--- config.mk ---
export PLATFORM = sky130hd
export DESIGN_NAME = sst_ctrl
export DESIGN_NICKNAME = d
export VERILOG_FILES = /design/src/rtl/core/sst_pkg.sv /design/src/rtl/core/sst_ctrl.sv
export SDC_FILE = /design/constraint.sdc
export NUM_CORES = 1
export LEC_CHECK = 0
export BUFFER_PORTS_ARGS = -buffer_cell sky130_fd_sc_hd__buf_2
export CAP_MARGIN = 30
export CORE_AREA = 2 2 39 41
export CTS_CLUSTER_DIAMETER = 50
export DETAILED_ROUTE_END_ITERATION = 12
export DIE_AREA = 0 0 41 43
export GPL_ROUTABILITY_DRIVEN = 0
export PLACE_DENSITY = 0.42
export SYNTH_ARGS = -nofsm -noshare
export SYNTH_HDL_FRONTEND = slang
export SYNTH_SLANG_ARGS = --single-unit
--- constraint.sdc ---
create_clock -name clock -period 1.29 [get_ports clock]
set_clock_uncertainty 0.1 [all_clocks]
set_input_delay 0.129 -clock clock [delete_from_list [all_inputs] [get_ports clock]]
set_output_delay 0.129 -clock clock [all_outputs]
set_load 0.02 [all_outputs]
--- src/rtl/core/sst_pkg.sv ---
// Shared types and constants for the sparse set table.
// No dependencies; the RTL files refer to it by scoped names, the bench imports it.
`default_nettype none

package sst_pkg;

   localparam int MAX_ENTITIES  = 1024;
   localparam int CAPACITY      = 256;
   localparam int PAYLOAD_WIDTH = 32;

   localparam int ID_W     = $clog2(MAX_ENTITIES);
   localparam int SLOT_W   = $clog2(CAPACITY);
   localparam int COUNT_W  = $clog2(CAPACITY + 1);
   localparam int MODE_W   = 3;
   localparam int STATUS_W = 3;

   // stream packing
   localparam int REQ_FIELDS_W = ID_W + PAYLOAD_WIDTH;
   localparam int REQ_DATA_W   = ((REQ_FIELDS_W + 7) / 8) * 8;
   localparam int RSP_FIELDS_W = STATUS_W + 1 + PAYLOAD_WIDTH + COUNT_W;
   localparam int RSP_DATA_W   = ((RSP_FIELDS_W + 7) / 8) * 8;

   typedef enum logic [MODE_W-1:0] {
      OP_INSERT   = 3'd0,
      OP_REMOVE   = 3'd1,
      OP_CONTAINS = 3'd2,
      OP_GET      = 3'd3,
      OP_CLEAR    = 3'd4
   } op_type;

   typedef enum logic [STATUS_W-1:0] {
      ST_OK      = 3'd0,
      ST_PRESENT = 3'd1,
      ST_ABSENT  = 3'd2,
      ST_FULL    = 3'd3,
      ST_RANGE   = 3'd4
   } status_type;

   typedef enum logic [2:0] {
      S_CLEAR,
      S_IDLE,
      S_LOOKUP,
      S_CHECK,
      S_MOVE
   } state_type;

   // controller -> datapath
   typedef struct packed {
      logic clr_step;  // zero one sparse entry of the power-up sweep
      logic capture;   // take request, read sparse map at its id
      logic rd_slot;   // read dense arrays at the looked-up slot
      logic rd_last;   // read dense arrays at the last live slot
      logic finish;    // apply the operation and load the response
      logic move;      // write moved entry back, repoint its id, respond
   } cmd_type;

   // datapath -> controller
   typedef struct packed {
      logic clr_last;
      logic need_move;
      logic out_free;
   } sts_type;

endpackage

`default_nettype wire

--- src/rtl/core/sst_ctrl.sv ---
// Sequencer for the sparse set table: power-up sweep, lookup, check, move.
// Depends on sst_pkg.
`default_nettype none

module sst_ctrl (
   input  wire logic              clock,
   input  wire logic              reset,
   input  wire logic              req_tvalid,
   output logic                   req_tready,
   input  wire sst_pkg::sts_type  sts,
   output sst_pkg::cmd_type       cmd
);

   sst_pkg::state_type state_ff, state_in;

   always_ff @(posedge clock) begin
      if (reset) begin
         state_ff <= sst_pkg::S_CLEAR;
      end else begin
         state_ff <= state_in;
      end
   end

   always_comb begin
      state_in   = state_ff;
      cmd        = '0;
      req_tready = 1'b0;
      unique case (state_ff)
         sst_pkg::S_CLEAR: begin
            cmd.clr_step = 1'b1;
            if (sts.clr_last) begin
               state_in = sst_pkg::S_IDLE;
            end
         end
         sst_pkg::S_IDLE: begin
            req_tready = 1'b1;
            if (req_tvalid) begin
               cmd.capture = 1'b1;
               state_in    = sst_pkg::S_LOOKUP;
            end
         end
         sst_pkg::S_LOOKUP: begin
            cmd.rd_slot = 1'b1;
            state_in    = sst_pkg::S_CHECK;
         end
         sst_pkg::S_CHECK: begin
            priority if (sts.need_move) begin
               cmd.rd_last = 1'b1;
               state_in    = sst_pkg::S_MOVE;
            end else if (sts.out_free) begin
               cmd.finish = 1'b1;
               state_in   = sst_pkg::S_IDLE;
            end else begin
               // result register still occupied: wait here
               state_in = sst_pkg::S_CHECK;
            end
         end
         sst_pkg::S_MOVE: begin
            if (sts.out_free) begin
               cmd.move = 1'b1;
               state_in = sst_pkg::S_IDLE;
            end
         end
         default: begin
            state_in = sst_pkg::S_IDLE;
         end
      endcase
   end

endmodule

`default_nettype wire

==> flow_summary_export.csv, run 1 <==
group,metric,value,unit
setup_path,cp_num_buf_inv,1,
logic_synthesis,synth-warning-count,0,
die,die_w,41,um
timing,max_slew_margin,0.8706,
logic_synthesis,synthFlopType,"dfxtp_1",
setup_path,cp_cell_sequence,"nand2b_4 -> nor4b_2 -> buf_4",
place,placed_area,322.8,um2
timing,setup_tns,-149.1,ps
cells_and_area,largest_register_ffs,3,
setup_path,start_kind,"flop",
min_path,min_path_type,"input pin to flop",
global_routing,gr-total-overflow,0,
drt,avgViaCountPerCell,4.541,
cells_and_area,area_delta_synth_final,85.71,%
min_path,hold_path_end,"state_ff[1]$_SDFFE_PP0P_",
setup_path,slowest_stage,"dfxtp_4",
drt,wire_per_inst,10.54,um
global_routing,grt_pass1_wl,979,um
place,dpl.hpwl,457.7,um
die,core_area,1384,um2
setup_path,cp_max_fo,5,
cells_and_area,max_flop_register,"state_ff",
timing,worstMarginPinSlew,192.3,ps
setup_path,crit_required,1060,ps
cells_and_area,diodes,0,
power_and_ir_drop,ir_drop,0.6374,mV
setup_path,critPathKind,"flop to primary output",
cells_and_area,fin_nets,52,
cts,clockBufferDepth,2,
die,die_area,1763,um2
flow_run,cap_viol_max_count,0,
timing,final_max_slew_viol_count,0,
min_path,holdCritStartpoint,"sts[0]",
timing,max_clock_freq,0.7346,GHz
timing,rsz0062_at_grt,"true",
logic_synthesis,synthCells,26,
cts,clk-insertion-delay-late,240,ps
timing,period_share,1.055,
cts,cts_root_buffer,"clkbuf_4",
drt,ant_nets,0,
cells_and_area,drive_gt1_frac,0.7111,
setup_path,crit_family,"simple AND/OR/NAND/NOR gates",
logic_synthesis,synth.distinct_cells,21,
run_status,violations,"negative setup slack",
cts,cts_buffers,3,
global_routing,grt_pass1_vias,240,
logic_synthesis,ys_seq_area_frac,0.2637,
cells_and_area,n_fill_cell,154,
setup_path,arrival,1130,ps
setup_path,worstReg2RegStart,"state_ff[2]$_SDFFE_PP0P_",
power_and_ir_drop,power.density,1242,nW/um2
logic_synthesis,synth_edf_count,0,
power_and_ir_drop,p_total,0.5253,mW
cts,path_clk_slew,40,ps
timing,hold_viol,0,
timing,setup_ws,-71.30,ps
timing,finalCriticalPeriod,1361,ps
drt,vias,277,
cts,cts_tree,"done",
logic_synthesis,synth_fp_nets,32,
cts,htreeDepth,1,
logic_synthesis,synth.cell_area,227.7,um2
timing,setup_viol,4,
setup_path,cp-end-kind,"primary output",
cells_and_area,instances_no_fill,61,
die,placementRows,14,
drt,wl,643,um
cells_and_area,ff_latch_area,71.32,um2
min_path,min_path_cells,3,
die,ioPinCount,13,
cells_and_area,stdcell_area,422.9,um2
global_routing,track_usage,0.08534,
cells_and_area,multi_input_area,176.4,um2
cells_and_area,finish.utilization,0.3056,
global_routing,antenna_found_initial,0,
drt,drc,0,
run_status,status,"complete, but fails checks",
drt,dr.pass1.iters,4,
setup_path,r2r_setup_slack,80,ps
die,start_util,0.1646,
logic_synthesis,synth-seq-cells,3,
place,preCtsSetupSlack,78.72,ps
cts,clock_sinks,3,
timing,whs,97.41,ps
cells_and_area,top_regs,"state_ff: 3 flops",
die,die_h,43,um
global_routing,grt_max_degree,12,
power_and_ir_drop,p_leak,0.1867,nW
drt,drtIter0Drc,3,
setup_path,timing.rr.end,"state_ff[0]$_SDFFE_PP0P_",
logic_synthesis,async_flop_share,0,
setup_path,max_stage_delay,340,ps
logic_synthesis,syn_area_per_cell,8.758,um2
place,port_buffers,12,
place,post-place-cells,54,
setup_path,reg2reg_depth,5,
what timing repair did:
action | 4_1_cts | 5_1_grt
buffers inserted | 2 | 0
endpoints found under the setup margin | 7 | 7
hold buffers | 1 | 0
pin swaps | 1 | 3
endpoints found under the hold margin | 2 | 0
gates resized for setup | 11 | 6
cloned | 0 | 0
cell families (layout without fill, tap and decap cells):
logic type	count (synthesis)	in the layout	share of synthesized area
compound gates	6	6	0.2088
simple gates	13	13	0.4395
flops	3	3	0.2637
buf+inv	4	23	0.08792
synth_stat cells (2+ instances only):
cell type,number,area share
nor3_1,2,0.044
dfxtp_1,3,0.26
nor4_1,2,0.055
inv_1,2,0.033
worst max-delay path by stage:
| stage | startpoint | end | slack (ps) | cells after the start |
|---|---|---|---|---|
| 2_1_floorplan | state_ff[0]$_SDFFE_PP0P_ | state_ff[0]$_SDFFE_PP0P_ | 10 | 3 |
| 3_3_place_gp | state_ff[2]$_SDFFE_PP0P_ | state_ff[0]$_SDFFE_PP0P_ | 70 | 4 |
| 3_5_place_dp | state_ff[1]$_SDFFE_PP0P_ | state_ff[2]$_SDFFE_PP0P_ | 80 | 3 |
| 4_1_cts | state_ff[2]$_SDFFE_PP0P_ | cmd[4] | -70 | 3 |
| 5_1_grt | state_ff[2]$_SDFFE_PP0P_ | cmd[1] | -120 | 3 |
| 6_report | state_ff[2]$_SDFFE_PP0P_ | cmd[1] | -70 | 3 |
final cells by class:
cell class	instances	area share
Multi-Input combinational cell	19	0.4172
Timing Repair Buffer	17	0.2870
Sequential cell	3	0.1686
Clock buffer	4	0.06213
Tap cell	16	0.04734
Inverter	2	0.01775
cell usage in the layout, fill, tap and decap left out, drive strengths merged, types with 2 or more instances in the layout:
cell type,count
a21oi,2
buf,16
clkbuf,4
dfxtp,3
inv,2
nand2b,2
nor2,2
nor3,2
nor3b,2
nor4,3
metal layers:
metal	global-route usage	part of all wire
met2	0.1063	0.48
met1	0.1061	0.40
met4	0.04000	0
met5	0	0
met3	0.06283	0.12
power breakdown:
part	leakage [nW]	switching, mW	total [mW]	internal (mW)
clock network	0.0150	0.0540	0.170	0.116
registers	0.0267	0.0247	0.135	0.111
logic	0.145	0.109	0.220	0.111
worst min-delay path: stages:
cell,delay (ps)
buf_2,100
o211a_1,130
nor4_1,40
No activity file was read; power rests on OpenSTA's default activity.
==> run 2, diff against run 1 <==
- CORE_AREA: 2 2 39 41 -> 5 5 42 44
- DIE_AREA: 0 0 41 43 -> 0 0 47 49
- GPL_TIMING_DRIVEN: default -> 0
==> run 2 against run 1 <==
The run still ends with negative setup slack left. Cell count grew 3.3%. Sequential power is essentially flat. Non-clock buffer count grew 2. Via count shrank 5.1%. Hold slack gained 14 ps. Critical path depth is the same. Register-to-register slack is essentially flat. Worst setup slack gained 16 ps. Die area grew 31%. Clock-buffer cell count is the same. Cell area grew 4.7%.
==> flow_summary_export.csv, run 2 (synthesized netlist as in run 1, its figures left out) <==
group,metric,value,unit
run_status,status,"complete, but fails checks",
run_status,violations,"negative setup slack",
timing,finalCriticalPeriod,1346,ps
setup_path,crit_required,1060,ps
power_and_ir_drop,p_seq_frac,0.257,
flow_run,cap_viol_max_count,0,
setup_path,cp_max_fo,5,
drt,ant_nets,0,
cts,cts_root_buffer,"clkbuf_4",
cells_and_area,mostFrequentLayoutCells,"buf_4 (9), buf_2 (7), clkbuf_4 (3)",
cts,path_clk_slew,40,ps
setup_path,start_kind,"flop",
timing,setup_ws,-55.73,ps
timing,final_max_slew_viol_count,0,
min_path,min_path_cells,3,
place,port_buffers,12,
global_routing,gr-total-overflow,0,
timing,period_share,1.043,
power_and_ir_drop,p_leak,0.2026,nW
timing,max_clock_freq,0.7431,GHz
setup_path,reg2reg_depth,4,
global_routing,grt_pass1_wl,1.166,mm
drt,wire_per_inst,10.71,um
drt,drtIter0Drc,0,
power_and_ir_drop,power_frac_clock,0.310,
setup_path,cp_num_buf_inv,1,
cells_and_area,diodes,0,
cts,htreeDepth,1,
global_routing,track_usage,0.07118,
setup_path,arrival,1120,ps
cts,cts_buffers,3,
timing,setup_tns,-152.2,ps
cells_and_area,drive_gt1_frac,0.7234,
power_and_ir_drop,sw_frac_of_total,0.3523,
drt,avgViaCountPerCell,4.175,
min_path,holdCritStartpoint,"sts[0]",
drt,vias,263,
global_routing,grt_use_met3,0.03690,
die,die_area,2303,um2
setup_path,r2r_setup_slack,90,ps
global_routing,grt_max_degree,9,
place,placed_area,320.3,um2
setup_path,crit_family,"simple AND/OR/NAND/NOR gates",
place,dpl.hpwl,465.9,um
setup_path,max_stage_delay,340,ps
die,start_util,0.1625,
power_and_ir_drop,p_sw,0.1825,mW
cts,clk-insertion-delay-late,230,ps
die,placementRows,14,
power_and_ir_drop,combPwrFrac,0.433,
global_routing,use_met1,0.08370,
timing,hold_viol,0,
cells_and_area,finish.utilization,0.3161,
cells_and_area,fin_nets,54,
cells_and_area,max_flop_register,"state_ff",
timing,worstMarginPinSlew,218.6,ps
global_routing,grt_util_met2,0.09955,
drt,drc,0,
global_routing,busiest_layer,"met2",
power_and_ir_drop,power.density,1169,nW/um2
global_routing,grt_pass1_vias,286,
die,die_w,47,um
cts,clock_sinks,3,
drt,dr.pass1.iters,1,
global_routing,antenna_found_initial,0,
cts,clockBufferDepth,2,
setup_path,critPathKind,"flop to primary output",
die,die_h,49,um
die,ioPinCount,13,
setup_path,slowest_stage,"dfxtp_4",
timing,max_slew_margin,0.8529,
setup_path,worstReg2RegStart,"state_ff[2]$_SDFFE_PP0P_",
drt,wl,675,um
cells_and_area,n_fill_cell,164,
setup_path,cp-end-kind,"primary output",
cells_and_area,final_common_cell,"buf_4",
die,core_area,1401,um2
cells_and_area,stdcell_area,442.9,um2
timing,setup_viol,4,
cells_and_area,top_regs,"state_ff: 3 flops",
power_and_ir_drop,cell_internal_pwr,0.3354,mW
setup_path,cp_cell_sequence,"nand2b_4 -> nor4b_4 -> buf_4",
power_and_ir_drop,ir_drop,0.5741,mV
setup_path,timing.rr.end,"state_ff[2]$_SDFFE_PP0P_",
cells_and_area,area_delta_synth_final,94.51,%
min_path,hold_path_end,"state_ff[1]$_SDFFE_PP0P_",
timing,rsz0062_at_grt,"true",
power_and_ir_drop,p_total,0.5178,mW
cells_and_area,largest_register_ffs,3,
cts,cts_tree,"done",
min_path,min_path_type,"input pin to flop",
place,preCtsSetupSlack,-8.863,ps
==> run 2: metrics by stage <==
step           cells  hold slack [ps]
5_1_grt           63            117.3
6_report          63            111.0
4_1_cts           63            111.5
3_5_place_dp      54            243.9
2_1_floorplan     26            100.0
3_3_place_gp      54            241.9
==> run 2: what timing repair did <==
item | in CTS | in global routing
hold endpoints to repair | 2 | 0
pin swaps | 3 | 1
gates resized for setup | 15 | 3
setup buffers | 3 | 0
hold buffers | 1 | 0
gates cloned | 1 | 0
setup endpoints to repair | 6 | 6
==> run 2: tightest hold or removal path, stage by stage <==
cell and delay [ps]:
buf_2 100, o211a_1 130, nor4_1 40
==> run 2: per-layer routing <==
metal	vias to the layer above	wire (um)
met5	-	0
met4	0	0
met3	0	44
met2	8	341
met1	118	289
li1	137	-
==> run 2: cell type report <==
class,instances,area [um2],share of cell area
multi-input combinational,19,185.2,0.4181
sequential,3,68.82,0.1554
clock buffer,4,26.28,0.05932
inverter,2,7.507,0.01695
tap,16,20.02,0.04520
timing repair buffer,17,116.4,0.2627
buffer,2,18.77,0.04237
==> run 2: worst max-delay path by stage <==
stage | from | endpoint | slack [ps] | depth (start not counted)
floorplan | state_ff[0]$_SDFFE_PP0P_ | state_ff[0]$_SDFFE_PP0P_ | 10 | 3
global placement | state_ff[0]$_SDFFE_PP0P_ | cmd[2] | -30 | 4
detailed placement | state_ff[0]$_SDFFE_PP0P_ | cmd[2] | -9 | 4
CTS | state_ff[2]$_SDFFE_PP0P_ | cmd[1] | -80 | 3
global route | state_ff[2]$_SDFFE_PP0P_ | cmd[1] | -120 | 3
finish | state_ff[2]$_SDFFE_PP0P_ | cmd[1] | -60 | 3
==> run 2: power groups by stage <==
stage / Combinational [mW] / Sequential [mW] / Clock [mW]
after floorplan: 0.124 / 0.126 / 0
after global placement: 0.171 / 0.132 / 0
after detailed placement: 0.170 / 0.131 / 0
after CTS: 0.213 / 0.134 / 0.170
after global routing: 0.242 / 0.136 / 0.184
final: 0.224 / 0.133 / 0.160
==> run 3, diff against run 2 <==
- CTS_BUF_LIST: default -> sky130_fd_sc_hd__clkbuf_16
==> run 3 against run 2 <==
The run still ends with negative setup slack left. Sequential power about the same. Combinational power about the same. Register-to-register slack worse by 20 ps. Critical endpoint is now cmd[4]. Cell area up 9.9%. Largest power group is now clock. Flip-flop and latch count unchanged. Cell count down 3.2%. Critical path depth unchanged. Clock power rose to 3.0 times the previous value. Die area unchanged. Highest routed layer unchanged. Global-route usage up 0.20 points. First-iteration DRC count up 2. Worst setup slack worse by 4.9 ps.
==> flow_summary_export.csv, run 3 (synthesized netlist as in run 1, its figures left out) <==
group,metric,value,unit
run_status,status,"complete, but fails checks",
run_status,violations,"negative setup slack",
global_routing,gr-total-overflow,0,
power_and_ir_drop,ir_drop,0.8590,mV
setup_path,worstReg2RegStart,"state_ff[2]$_SDFFE_PP0P_",
timing,max_clock_freq,0.7404,GHz
cells_and_area,drive_gt1_frac,0.7556,
setup_path,arrival,1120,ps
timing,final_max_slew_viol_count,0,
place,port_buffers,12,
die,core_area,1401,um2
power_and_ir_drop,p_leak,0.2209,nW
timing,rsz0062_at_grt,"true",
min_path,min_path_cells,2,
global_routing,grt_pass1_wl,1.179,mm
cells_and_area,area_delta_synth_final,113.7,%
cts,htreeDepth,1,
global_routing,track_usage,0.07314,
flow_run,cap_viol_max_count,0,
cells_and_area,mostFrequentLayoutCells,"buf_2 (8), buf_4 (6), buf_6 (3), inv_1 (3), clkbuf_16 (3)",
cells_and_area,largest_register_ffs,3,
timing,max_slew_margin,0.8662,
timing,hold_viol,0,
timing,setup_viol,2,
cells_and_area,n_fill_cell,156,
cts,clk-insertion-delay-late,220,ps
die,start_util,0.1625,
setup_path,cp-end-kind,"primary output",
timing,finalCriticalPeriod,1351,ps
setup_path,start_kind,"flop",
die,ioPinCount,13,
drt,drtIter0Drc,2,
cts,cts_tree,"done",
setup_path,r2r_setup_slack,70,ps
drt,wl,707,um
timing,worstMarginPinSlew,199.1,ps
global_routing,antenna_found_initial,0,
timing,setup_ws,-60.62,ps
setup_path,cp_max_fo,5,
cells_and_area,top_regs,"state_ff: 3 flops",
place,dpl.hpwl,465.9,um
cts,cts_buffers,3,
cts,clock_sinks,3,
drt,vias,268,
timing,period_share,1.047,
setup_path,timing.rr.end,"state_ff[2]$_SDFFE_PP0P_",
cells_and_area,diodes,0,
drt,dr.pass1.iters,2,
cts,clockBufferDepth,2,
power_and_ir_drop,p_total,0.8339,mW
drt,wire_per_inst,11.59,um
die,placementRows,14,
cells_and_area,fin_nets,52,
min_path,holdCritStartpoint,"reset",
place,post-place-cells,54,
global_routing,grt_max_degree,9,
place,placed_area,320.3,um2
cts,cts_root_buffer,"clkbuf_16",
drt,drc,0,
die,die_area,2303,um2
timing,setup_tns,-120.4,ps
power_and_ir_drop,power.density,1713,nW/um2
setup_path,reg2reg_depth,4,
cells_and_area,stdcell_area,486.7,um2
cells_and_area,final_common_cell,"buf_2",
place,preCtsSetupSlack,-8.863,ps
min_path,min_path_type,"input pin to flop",
global_routing,grt_pass1_vias,280,
cts,path_clk_slew,30,ps
drt,ant_nets,0,
cells_and_area,max_flop_register,"state_ff",
die,die_h,49,um
cells_and_area,instances_no_fill,61,
drt,avgViaCountPerCell,4.393,
min_path,hold_path_end,"state_ff[0]$_SDFFE_PP0P_",
setup_path,critPathKind,"flop to primary output",
setup_path,crit_required,1060,ps
die,die_w,47,um
[run 3: worst max path at each step]
stage,cells after the start,startpoint,slack (ps),endpoint
2_1_floorplan,3,state_ff[0]$_SDFFE_PP0P_,10,state_ff[0]$_SDFFE_PP0P_
3_3_place_gp,4,state_ff[0]$_SDFFE_PP0P_,-30,cmd[2]
3_5_place_dp,4,state_ff[0]$_SDFFE_PP0P_,-9,cmd[2]
4_1_cts,3,state_ff[2]$_SDFFE_PP0P_,-70,cmd[1]
5_1_grt,3,state_ff[2]$_SDFFE_PP0P_,-100,cmd[1]
6_report,3,state_ff[2]$_SDFFE_PP0P_,-60,cmd[4]
[run 3: cell type report]
cell class / instances / area [um2] / share of cell area
buffer: 1 / 11.26 / 0.02314
clock buffer: 3 / 75.07 / 0.1542
clock inverter: 1 / 3.754 / 0.007712
inverter: 2 / 7.507 / 0.01542
multi-input combinational: 19 / 192.7 / 0.3959
sequential: 3 / 68.82 / 0.1414
tap: 16 / 20.02 / 0.04113
timing repair buffer: 16 / 107.6 / 0.2211
[run 3: worst max-delay path, cell delays in order (launching register included)]
cell,delay [ps]
dfxtp_4,340
nand2b_4,180
nor3b_4,230
buf_6,150
[run 3: where the power goes]
group	leakage [nW]	internal (mW)	total, mW	switching (mW)
clock network	0.0423	0.399	0.478	0.0787
registers	0.0264	0.111	0.134	0.0224
logic	0.152	0.102	0.222	0.120
total	0.221	0.613	0.834	0.221
[run 3: per-layer routing]
layer	wire (um)	vias up	GRT usage
met5	0	-	0
met4	0	0	0.04147
met3	55	0	0.03690
met2	361	8	0.1041
met1	290	126	0.08534
li1	-	134	-
[run 3: per-stage QoR]
stage / hold WS (ps) / util
after floorplan: 100.0 / -
after global placement: 241.9 / 0.2286
after detailed placement: 243.9 / 0.2286
after CTS: 2.750 / 0.3330
after global routing: 15.64 / 0.3473
final: 9.764 / 0.3473
[run 3: what timing repair did]
item | in CTS | in global routing
resized for setup | 14 | 6
pin swaps | 3 | 1
buffers inserted | 3 | 0
hold endpoints to repair | 0 | 0
hold buffers | 0 | 0
endpoints found under the setup margin | 6 | 6
cloned | 1 | 0
